$ cat config.mk
export PLATFORM = sky130hd
export DESIGN_NAME = rahb_queue
export DESIGN_NICKNAME = d
export VERILOG_FILES = /design/src/hdl/rahb_queue.sv
export SDC_FILE = /design/constraint.sdc
export NUM_CORES = 1
export LEC_CHECK = 0
export ABC_AREA = 1
export BUFFER_PORTS_ARGS = -buffer_cell sky130_fd_sc_hd__buf_4
export CAP_MARGIN = 40
export CELL_PAD_IN_SITES_DETAIL_PLACEMENT = 0
export CELL_PAD_IN_SITES_GLOBAL_PLACEMENT = 1
export CORE_MARGIN = 4
export CORE_UTILIZATION = 30
export CTS_CLUSTER_SIZE = 20
export DETAILED_ROUTE_END_ITERATION = 10
export HOLD_SLACK_MARGIN = 0.12
export PLACE_DENSITY_LB_ADDON = 0.2
export SYNTH_ARGS = -nofsm -noshare
export SYNTH_HDL_FRONTEND = slang
export SYNTH_SLANG_ARGS = --single-unit
$ cat constraint.sdc
create_clock -name clock -period 1.7 [get_ports clock]
set_input_delay 0.34 -clock clock [delete_from_list [all_inputs] [get_ports clock]]
set_output_delay 0.34 -clock clock [all_outputs]
set_load 0.1 [all_outputs]
$ cat src/hdl/rahb_queue.sv
// Two-entry queue between the front end and the bucket engine.
module rahb_queue #(
   parameter int DW = 8
) (
   input  logic           clock,
   input  logic           reset,
   input  logic           push,
   input  logic [DW-1:0]  din,
   output logic           full,
   input  logic           pop,
   output logic           valid,
   output logic [DW-1:0]  dout
);

   logic [1:0][DW-1:0]  slot_ff;
   logic                wr_ptr_ff;
   logic                rd_ptr_ff;
   logic [1:0]          cnt_ff;
   logic [1:0]          cnt_in;

   assign full  = (cnt_ff == 2'd2);
   assign valid = (cnt_ff != 2'd0);
   assign dout  = slot_ff[rd_ptr_ff];

   always_comb begin
      cnt_in = cnt_ff;
      if (push && !pop) begin
         cnt_in = cnt_ff + 2'd1;
      end else if (pop && !push) begin
         cnt_in = cnt_ff - 2'd1;
      end
   end

   always_ff @(posedge clock) begin
      if (reset) begin
         wr_ptr_ff <= 1'b0;
         rd_ptr_ff <= 1'b0;
         cnt_ff    <= 2'd0;
      end else begin
         if (push) begin
            wr_ptr_ff <= ~wr_ptr_ff;
         end
         if (pop) begin
            rd_ptr_ff <= ~rd_ptr_ff;
         end
         cnt_ff <= cnt_in;
      end
   end

   always_ff @(posedge clock) begin
      if (push) begin
         slot_ff[wr_ptr_ff] <= din;
      end
   end

endmodule

# Yosys cells after proc, flatten, opt, wreduce, memory -nomap -nowiden
# Index checks and enable logic that the tools add are counted.
# op_classes
addsub	2
n_lt_le_gt_ge	3
n_eq_ne	1
n_mux	7
bitwise	2
n_reduce_logical	7
# op_table
cell	count
8-bit 2-to-1 mux	3
16-bit bitwise mux	1
8-bit demux with 1-bit select	1
1-bit by 2-bit < comparator with 1-bit output, second input constant	2
2-bit 2-to-1 mux	2
2-bit nonzero test	2
1-bit logical AND	3
2-bit by 1-bit adder with 2-bit output, second input constant	1
2-bit equality test, second input constant	1
1-bit logical NOT	2
1-bit inverter	2
2-bit by 1-bit subtractor with 2-bit output, second input constant	1
1-bit >= comparator, second input constant	1
# word_totals
register_bits	20
inputBits	12
word_cells	27

# Logic depth before layout (Yosys ltp)
# depth
depth_word	5
mapped_depth	8
ltp_nobuf	8

# Worst setup path before layout
# OpenSTA, ideal clock, no wires.
# synth_timing
path_type	reg-to-output
start	register cnt_ff[1]
end	output full
arrival_time_ps	1617
required_time_ps	1360
path_slack_ps	-257
stages_incl_launch_ff	3
path_cell_list	dfxtp_1 inv_1 nor2_1
# synth_via
elab_chain_len	1
# synth_rtl
item	line	text
start: declaration	18	logic [1:0] cnt_ff;
start signal: assignment	46	cnt_ff <= cnt_in;
2-bit equality test	21	assign full = (cnt_ff == 2'd2);
end: declaration	9	output logic full,
# Every way passes these cells.

# Worst setup path after layout
# layout_timing
start	register rd_ptr_ff
end	output dout[4]
# layout_via
elab_chain_len	2
# layout_rtl
item	line	text
start: declaration	17	logic rd_ptr_ff;
start signal: assignment	44	rd_ptr_ff <= ~rd_ptr_ff;
8-bit 2-to-1 mux (implied by the code) (2 in a row)	23	assign dout = slot_ff[rd_ptr_ff];
end: declaration	12	output logic [DW-1:0] dout
# Every way passes these cells. The select of a mux whose other input is x is not followed.

==> results.sh <==
export IMPL_ys_seq_area_share_pct=68.6
export IMPL_drtIter0Drc=3
export IMPL_yosys_warnings=0
export IMPL_grt_max_degree=13
export IMPL_crit_path_max_incr_delay_ns=0.39
export IMPL_grt_pass1_wl_mm=1.99
export IMPL_crit_end="dout[4]"
export IMPL_io_pin_count=22
export IMPL_seqCellArea_um2=564
export IMPL_clock_sinks=20
export IMPL_crit_reg2reg_launch="wr_ptr_ff"
export IMPL_cp_depth=3
export IMPL_cts_buffer_depth=2
export IMPL_status="finished clean"
export IMPL_setup_ws_ns=0.0579
export IMPL_core_area_um2=2540
export IMPL_die_h_um=60.2
export IMPL_cp_required_ns=1.36
export IMPL_avgRoutedWirePerCell_um=11.1
export IMPL_synthesis_area_um2=817
export IMPL_grt_pass1_vias=480
export IMPL_max_freq_mhz=609
export IMPL_start_util_pct=32.1
export IMPL_reg2reg_to="slot_ff[12]"
export IMPL_area_growth_syn_to_layout_pct=37.2
export IMPL_dp_slack_ns=0.253
export IMPL_endpoint_kind="output pin"
export IMPL_cts_root_buf="clkbuf_4"
export IMPL_die_area_um2=3620
export IMPL_r2r_cells=2
export IMPL_crit_slowest_cell="dfxtp_4"
export IMPL_post_route_period_util_pct=96.6
export IMPL_drv_cap=0
export IMPL_hold_violations=0
export IMPL_slew_headroom_pct=75.8
export IMPL_final_cell_mix="edfxtp_1, buf_4, inv_1, mux2_4"
export IMPL_numCtsBuffers=3
export IMPL_grt_total_usage_pct=7.93
export IMPL_reg2reg_slack_ns=0.68
export IMPL_path_cells="buf_12 -> mux2_4 -> buf_6"
export IMPL_drt_wl_total_mm=1.25
export IMPL_critical_path_class="reg -> out"
export IMPL_dpl_cell_count=108
export IMPL_ant_nets=0
export IMPL_rsz0062_at_grt="false"
export IMPL_cp_startpoint="rd_ptr_ff"
export IMPL_place_detailed_hpwl_um=963
export IMPL_gr_total_overflow=0
export IMPL_fin_skew_ns=0.00279
export IMPL_synth_area_per_cell_um2=14.6
export IMPL_post_route_drc_count=0
export IMPL_firstDrtPassIters=2
export IMPL_die_width_um=60.2
export IMPL_place_congestion=0.645
export IMPL_hold_class="in -> reg"
export IMPL_drive_gt1_share_pct=47.6
export IMPL_clkTransAtPathRegs_ns=0.11
export IMPL_numPortBuffers=21
export IMPL_fillers=239
export IMPL_drv_slew=0
export IMPL_postCtsSetupRepairBufs=0
export IMPL_final_common_cell="edfxtp_1"
export IMPL_hold_slack_ns=0.204
export IMPL_diodes=0
export IMPL_antenna_found_initial=0
export IMPL_total_power_w=0.00134
export IMPL_synth_cell_type_count=16
export IMPL_setup_viol=0
export IMPL_mappedNetlistNets=69
export IMPL_worst_pin_slew_ns=0.362
export IMPL_path_max_fanout=7
export IMPL_irDropWorstVdd_uv=615
export IMPL_leakagePower_nw=0.487
export IMPL_htree_levels=1
export IMPL_critical_path_top_delay_family="flip-flops"
export IMPL_ys_seq_elements=20
export IMPL_multi_input_comb_area_um2=214
export IMPL_crit_arrival_ns=1.30
export IMPL_clock_latency_ns=0.29
export IMPL_cts_tree="built"
export IMPL_instances_no_fill=112
export IMPL_period_minus_slack_ns=1.64
export IMPL_fp_row_count=18
export IMPL_fin_tns_setup_ns=0
export IMPL_via_per_inst=4.20
export IMPL_nNetsFinal=96
export IMPL_p_per_area_nw_per_um2=1190
export IMPL_syn_inst=56
export IMPL_crit_buf_inv=2
export IMPL_crit_path_start_kind="flip-flop"
export IMPL_via_count=470
## layer usage
layer	global-route usage [%]	part of all wire, %	vias up	routed length [um]
met5	0	0	-	0
met4	5.70	1.1	0	14
met3	2.16	6.8	2	85
met2	12.2	48	14	603
met1	9.43	44	212	543
li1	-	-	242	-
## cell families after synthesis
logic type	count (synthesis)	share of synthesized area [%]
buffers and inverters	10	5.51
AND/OR/NAND/NOR	14	7.35
AO/OA/AOI/OAI	2	1.22
adder cells (fa/ha/maj)	1	1.53
flip-flops	20	68.6
XOR/XNOR	1	1.07
multiplexers	8	14.7
## cell usage after synthesis
cell,n,share of area (%)
edfxtp_1,16,59
inv_1,8,3.7
mux2_4,8,15
nand2_1,5,2.3
nor2_1,5,2.3
dfxtp_1,4,9.8
a21oi_1,1,0.61
buf_6,1,1.4
ha_1,1,1.5
inv_2,1,0.46
nand2_2,1,0.77
nand3_1,1,0.61
nand4_1,1,0.77
nor3_1,1,0.61
o21ai_0,1,0.61
xnor2_1,1,1.1
## worst min-delay path by stage
| stage | startpoint | to | slack, ns | cells past startpoint |
|---|---|---|---|---|
| 2_1_floorplan | reset | rd_ptr_ff | 0.41 | 1 |
| 3_3_place_gp | wr_ptr_ff | wr_ptr_ff | 0.50 | 2 |
| 3_5_place_dp | wr_ptr_ff | wr_ptr_ff | 0.50 | 2 |
| 4_1_cts | reset | rd_ptr_ff | 0.19 | 2 |
| 5_1_grt | reset | rd_ptr_ff | 0.19 | 2 |
| 6_report | reset | rd_ptr_ff | 0.20 | 2 |
## stage by stage
stage	util, %	cell area [um2]
global route	44.1	1120
global placement	40.5	1030
CTS	43.7	1110
finish	44.1	1120
detailed placement	40.5	1030
floorplan	-	820
## what timing repair did
action | CTS | global route
endpoints found under the setup margin | 7 | 7
gates resized for setup | 8 | 3
hold buffers | 0 | 0
## layout make-up
cell class	count	area share [%]
repair buffers	23	19.5
clock inverters	1	2.68
flip-flops and latches	20	50.3
clock buffers	3	2.01
multi-input cells	26	19.1
well taps	30	3.35
inverters	9	3.01
## flip-flops by register name, indices dropped and copies added (netlist names)
register / cells
wr_ptr_ff: 1
slot_ff: 16
rd_ptr_ff: 1
cnt_ff: 2
## worst reg2reg max path: cells and delay by family (launching register included)
kind | cells | cell delay (ns)
flops | 1 | 0.36
simple gates | 1 | 0.05
buf+inv | 1 | 0.28
## power by group
part	switching, W	leakage [nW]	total (W)	internal, W
Sequential	0.0000138	0.184	0.000575	0.000561
Combinational	0.000262	0.275	0.000384	0.000123
Clock	0.000141	0.0279	0.000379	0.000238
Total	0.000417	0.487	0.00134	0.000922
Note: power is estimated with default switching activity, not from simulation.
