**src/hdl/rahb_pkg.sv**
```systemverilog
// Shared types and constants of the recent allocation hash table.
package rahb_pkg;

   localparam int ADDR_W     = 64;
   localparam int FUNC_W     = 2;
   localparam int HASH_SHIFT = 8;
   localparam int DIGIT_W    = 8;
   localparam int DIGITS     = ADDR_W / DIGIT_W;

   typedef enum logic [FUNC_W-1:0] {
      OP_INSERT = 2'd0,
      OP_LOOKUP = 2'd1,
      OP_CLEAR  = 2'd2,
      OP_NOP    = 2'd3
   } op_type;

   typedef struct packed {
      op_type              op;
      logic [ADDR_W-1:0]   address;
   } item_type;

endpackage

```
**src/hdl/rahb_front.sv**
```systemverilog
// Front end: takes request words, decodes the function and reduces the address hash to a bucket.
module rahb_front #(
   parameter int BUCKETS = 256,
   localparam int BW     = (BUCKETS > 1) ? $clog2(BUCKETS) : 1
) (
   input  logic                         clock,
   input  logic                         reset,
   input  logic                         hold,
   input  logic                         req_valid,
   output logic                         req_stall,
   input  logic [rahb_pkg::FUNC_W-1:0]  req_func,
   input  logic [rahb_pkg::ADDR_W-1:0]  req_address,
   output logic                         push,
   input  logic                         q_full,
   output rahb_pkg::item_type           out_item,
   output logic [BW-1:0]                out_bucket
);

   localparam bit POW2 = ((BUCKETS & (BUCKETS - 1)) == 0);
   localparam int SW   = $clog2(rahb_pkg::DIGITS);

   logic                         accept;
   logic [rahb_pkg::ADDR_W-1:0]  hash;
   logic                         fr_done;
   logic                         fr_valid_ff;
   logic                         fr_valid_in;
   rahb_pkg::item_type           fr_item_ff;
   logic [BW-1:0]                fr_bucket_ff;

   assign hash      = (req_address >> rahb_pkg::HASH_SHIFT) ^ req_address;
   assign push      = fr_valid_ff & fr_done & ~q_full;
   assign req_stall = hold | (fr_valid_ff & ~push);
   assign accept    = req_valid & ~req_stall;

   always_comb begin
      fr_valid_in = fr_valid_ff;
      if (accept) begin
         fr_valid_in = 1'b1;
      end else if (push) begin
         fr_valid_in = 1'b0;
      end
   end

   always_ff @(posedge clock) begin
      if (reset) begin
         fr_valid_ff <= 1'b0;
      end else begin
         fr_valid_ff <= fr_valid_in;
      end
   end

   always_ff @(posedge clock) begin
      if (accept) begin
         fr_item_ff.op      <= rahb_pkg::op_type'(req_func);
         fr_item_ff.address <= req_address;
      end
   end

   generate
      if (POW2) begin : g_mask
         assign fr_done = 1'b1;

         always_ff @(posedge clock) begin
            if (accept) begin
               fr_bucket_ff <= (BUCKETS == 1) ? '0 : hash[BW-1:0];
            end
         end
      end else begin : g_reduce
         logic [rahb_pkg::ADDR_W-1:0]  fr_hash_ff;
         logic [SW-1:0]                fr_step_ff;
         logic                         fr_done_ff;
         logic [BW-1:0]                rem_in;

         // Fold one byte of the hash into the remainder, MSB first.
         always_comb begin
            logic [BW:0] w;
            rem_in = fr_bucket_ff;
            for (int k = rahb_pkg::DIGIT_W - 1; k >= 0; k--) begin
               w = {rem_in, fr_hash_ff[rahb_pkg::ADDR_W - rahb_pkg::DIGIT_W + k]};
               if (w >= (BW + 1)'(BUCKETS)) begin
                  w = w - (BW + 1)'(BUCKETS);
               end
               rem_in = w[BW-1:0];
            end
         end

         assign fr_done = fr_done_ff;

         always_ff @(posedge clock) begin
            if (reset) begin
               fr_done_ff <= 1'b0;
               fr_step_ff <= '0;
            end else if (accept) begin
               fr_done_ff <= 1'b0;
               fr_step_ff <= '0;
            end else if (fr_valid_ff && !fr_done_ff) begin
               fr_step_ff <= fr_step_ff + 1'b1;
               if (fr_step_ff == SW'(rahb_pkg::DIGITS - 1)) begin
                  fr_done_ff <= 1'b1;
               end
            end
         end

         always_ff @(posedge clock) begin
            if (accept) begin
               fr_hash_ff   <= hash;
               fr_bucket_ff <= '0;
            end else if (fr_valid_ff && !fr_done_ff) begin
               fr_hash_ff   <= fr_hash_ff << rahb_pkg::DIGIT_W;
               fr_bucket_ff <= rem_in;
            end
         end
      end
   endgenerate

   assign out_item   = fr_item_ff;
   assign out_bucket = fr_bucket_ff;

endmodule

```
**config.mk**
```make
export PLATFORM = sky130hd
export DESIGN_NAME = rahb_front
export DESIGN_NICKNAME = d
export VERILOG_FILES = /design/src/hdl/rahb_pkg.sv /design/src/hdl/rahb_front.sv
export SDC_FILE = /design/constraint.sdc
export NUM_CORES = 1
export LEC_CHECK = 0
export ABC_AREA = 1
export BUFFER_PORTS_ARGS = -buffer_cell sky130_fd_sc_hd__buf_4
export CAP_MARGIN = 20
export CORE_ASPECT_RATIO = 1.1
export CORE_MARGIN = 2
export CORE_UTILIZATION = 44
export CTS_BUF_LIST = sky130_fd_sc_hd__clkbuf_4 sky130_fd_sc_hd__clkbuf_8
export DETAILED_ROUTE_END_ITERATION = 7
export GPL_ROUTABILITY_DRIVEN = 0
export HOLD_SLACK_MARGIN = 0.15
export PLACE_DENSITY = 0.9
export SYNTH_ARGS = -nofsm -noshare
export SYNTH_HDL_FRONTEND = slang
export SYNTH_SLANG_ARGS = --single-unit
```
**constraint.sdc**
```tcl
create_clock -name clock -period 4.83 [get_ports clock]
set_input_delay 0.2415 -clock clock [delete_from_list [all_inputs] [get_ports clock]]
set_output_delay 0.2415 -clock clock [all_outputs]
set_load 0.02 [all_outputs]
```
; After elaboration in Yosys (flattened, before gate mapping)
; Index checks and enable logic that the tools add are counted.
[op_classes]
n_mux = 2
bitwise = 8
n_reduce_logical = 1
[ops]
columns = operator, n
row1 = XOR 8 bit, 1
row2 = AND 1 bit, 3
row3 = inverter 1 bit, 3
row4 = 2-to-1 mux 1 bit, 2
row5 = nonzero test 2 bit, 1
row6 = bitwise OR 1 bit, 1
[word_totals]
inputBits = 71
register_bits = 75

; Depth between registers and ports, before layout
[depth]
ltp_word = 8
ltp_mapped = 4
depth_no_buf = 4

; Least setup slack after synthesis
; OpenSTA, ideal clock, no wires.
[synth_path]
kind = reg2reg
startpoint = register fr_valid_ff
endpoint = register fr_bucket_ff[0] (netlist: out_bucket[0]) (enable)
setup_ps = 507
path_stages_with_launch = 4
path_slack_ps = 739
arrival_ps = 3584
path_cell_list = dfxtp_1 -> nand2_2 -> nand2_2 -> nor2_1
[synth_between]
elab_chain_len = 6
[synth_rtl]
columns = element, line
row1 = "start, declared", rahb_front.sv:25  ; logic fr_valid_ff;
row2 = "start signal, assigned", rahb_front.sv:48  ; fr_valid_ff <= fr_valid_in;
row3 = AND 1 bit, rahb_front.sv:31  ; assign push = fr_valid_ff & fr_done & ~q_full;
row4 = inverter 1 bit, rahb_front.sv:32  ; assign req_stall = hold | (fr_valid_ff & ~push);
row5 = AND 1 bit (*), rahb_front.sv:32
row6 = bitwise OR 1 bit (*), rahb_front.sv:32
row7 = named net req_stall, rahb_front.sv:10  ; output logic req_stall,
row8 = inverter 1 bit (*), rahb_front.sv:33  ; assign accept = req_valid & ~req_stall;
row9 = AND 1 bit (*), rahb_front.sv:33
row10 = named net accept, rahb_front.sv:22  ; logic accept;
row11 = "end signal, assigned", rahb_front.sv:65  ; fr_bucket_ff <= (BUCKETS == 1) ? '0 : hash[BW-1:0];
row12 = "end, declared", rahb_front.sv:28  ; logic [BW-1:0] fr_bucket_ff;
; The timed path passes the listed nets; every way through them passes the cells marked *.
; A chain may end at the register's enable or synchronous reset.

; Worst setup path in the final report
[layout_path]
startpoint = register fr_valid_ff
endpoint = register fr_item_ff (netlist bit out_item[50]) (enable)
[layout_between]
elab_chain_len = 6
[layout_rtl]
columns = element, line
row1 = AND 1 bit, rahb_front.sv:31
row2 = inverter 1 bit, rahb_front.sv:32
row3 = AND 1 bit (*), rahb_front.sv:32
row4 = bitwise OR 1 bit (*), rahb_front.sv:32
row5 = inverter 1 bit (*), rahb_front.sv:33
row6 = AND 1 bit (*), rahb_front.sv:33
row7 = named net accept, rahb_front.sv:22
row8 = "end, declared", rahb_front.sv:27  ; rahb_pkg::item_type fr_item_ff;
; Marks and branches as above.

==> reports/qor.yml <==
outcome: "finished clean"
p_seq_share_pct: 53.1
num_rows: 27
postCtsSetupRepairBufs: 0
required_ns: 4.80
totalWireLength_um: 7630
synth_fa_ha_area_share_pct: 0
leakagePower_nw: 1.86
place_area_um2: 3560
fillers: 212
final-setup-viol-count: 0
postRouteAntennaNets: 0
cp-end-kind: "register"
initial_core_util_pct: 46.3
crit_family: "buffers and inverters"
hp-class: "input pin to register"
period_share_pct: 41.1
ys.flop_type: "edfxtp_1"
cts-resized-gates: 0
p_int_mw: 1.11
layout.area.seq_um2: 2240
portBuffers: 146
clkPwrFrac_pct: 33.2
syn2layout_area_growth_pct: 87.1
synthMuxAreaShare_pct: 0
crit_path_cell_trace: "nand2_2, nand2_2, nor2_4, buf_4"
io_pins: 147
grt_antenna_before_repair: 0
pre_cts_ws_ns: 2.81
fin_setup_tns_ns: 0
cts_tree: "yes"
clk_pin_slew_ns: 0.07
clock_latency_ns: 0.34
yosysTopAreaCell: "edfxtp_1"
synthSimpleGateAreaFrac_pct: 1.01
fin_ws_ns: 2.85
dp_hpwl_um: 4050
clock-sinks: 75
numCtsBuffers: 9
power_switching_mw: 0.322
max_stage_delay_ns: 0.66
synth_top_family_by_area: "XOR/XNOR gates"
synth_edf_count: 74
max_cap_violations: 0
cp-start-kind: "register"
wl_met1_um: 2440
die-area_um2: 5970
drt-initial-drc-count: 104
grt_max_degree: 55
yosysUniqueCellTypes: 8
grt_pass1_wl_um: 10600
async_flop_share_pct: 0
arrival_ns: 1.96
final_area_um2: 4420
synth-xor-area-share_pct: 2.96
htreeDepth: 3
cts.path.max_buffers: 2
synth.top_cell.area_share_pct: 94.0
vias: 1830
hold_buffers: 67
fin_skew_ns: 0.00938
rsz0062_at_grt: "false"
swShare_pct: 22.5
synth.ff_latch_count: 75
met2WireLength_um: 4400
yosysSeqAreaShare_pct: 94.9
timing.hold.ws_ns: 0.187
cpMostUsedCell: "nand2_2"
drc_errors: 0
cts_root_buf: "clkbuf_8"
synth.avg_cell_area_um2: 25.1
finalPower_mw: 1.43
first_pass_iters: 4
vdd_drop_max_mv: 0.288
synth_most_common_cell: "edfxtp_1"
die_x_um: 73.9
highest_layer: "met4"
crit_fanout: 54
synth_area_um2: 2360
core_um2: 5100
post-route-min-period_ns: 1.98
max_slew_margin_pct: 56.9
crit_buf_inv: 1
grt_use_total_pct: 26.5
tightestPinTransition_ns: 0.646
hold_viol: 0
drive_gt1_share_pct: 50.6
critical_path_class: "register to register"
fmax_mhz: 504
p_per_area_nw_per_um2: 324
cpMaxStageDelayCell: "buf_4"
grt_pass1_vias: 1992
ys_top_cells_by_count: "edfxtp_1, xor2_1, inv_1, nand2_2, nor2_1"
ys_warn_count: 0
final_nets: 390
yosys-top-cells-area: "edfxtp_1, xor2_1, dfxtp_1"
vias_per_cell: 4.62
diodes: 0
syn_inst: 94
dr_wl_met3_um: 486
multi_input_area_um2: 110
overflow: 0
routedWlPerCell_um: 19.3
die_y_um: 80.9
power_frac_comb_pct: 13.7
slew_viol_final: 0
synth_compound_area_share_pct: 0.371
syn-num-nets: 165
[per-layer routing]
layer  vias up  track usage (%)
li1        808                -
met1       889             23.9
met2       110             51.5
met3        23             5.96
met4         0             16.2
met5         -                0
[final timing paths]
check                                              start  depth (start not counted)  slack [ns]                       end
worst max register to register  fr_valid_ff$_SDFFE_PP0P_                          4        2.85    out_item[50]$_DFFE_PP_
worst min register to register  fr_valid_ff$_SDFFE_PP0P_                          4        0.58  fr_valid_ff$_SDFFE_PP0P_
worst max-delay path            fr_valid_ff$_SDFFE_PP0P_                          4        2.85    out_item[50]$_DFFE_PP_
worst min-delay path                                hold                          4        0.19  fr_valid_ff$_SDFFE_PP0P_
[through the flow]
step	util, %	std cells
2_1_floorplan	-	94
3_3_place_gp	69.9	313
3_5_place_dp	69.9	313
4_1_cts	86.7	396
5_1_grt	86.7	396
6_report	86.7	396
[power by group through the flow]
stage / clock (mW) / combinational [mW] / sequential, mW
after detailed placement: 0 / 0.146 / 0.773
after global placement: 0 / 0.142 / 0.771
after CTS: 0.468 / 0.191 / 0.759
after floorplan: 0 / 0.0166 / 0.811
after global routing: 0.500 / 0.205 / 0.763
final: 0.475 / 0.196 / 0.761
[registers in the layout (all words and copies together), names as in the netlist]
| name | flops |
|---|---|
| fr_valid_ff | 1 |
| out_bucket | 8 |
| out_item | 66 |
[layout by cell type, fill, tap and decap left out, drive strengths merged]
cell	netlist	final
buf	0	147
bufinv	0	1
clkbuf	0	12
clkinv	0	3
dfxtp	1	1
dlygate4sd3	0	67
edfxtp	74	74
inv	5	5
nand2	3	3
nor2	2	2
o21ai	1	1
xor2	8	8
[layout make-up]
cell class	instances	area share, %
multi-input combinational	14	2.49
tap	72	2.04
timing repair buffer	214	40.1
clock inverter	4	0.934
inverter	5	0.424
clock buffer	12	3.31
sequential	75	50.7
[cell families (layout without fill, tap and decap cells)]
kind of cell	after synthesis	in the layout
AOI/OAI and AO/OA	1	1
DFF	75	75
and+or+nand+nor	5	5
buffers and inverters	5	235
xor gates and xnor gates	8	8
[worst min-delay path, stage by stage]
cell     delay [ns]
buf_4          0.09
o21ai_2        0.05
nand2_1        0.05
inv_1          0.04
(Power assumes the default switching activity.)
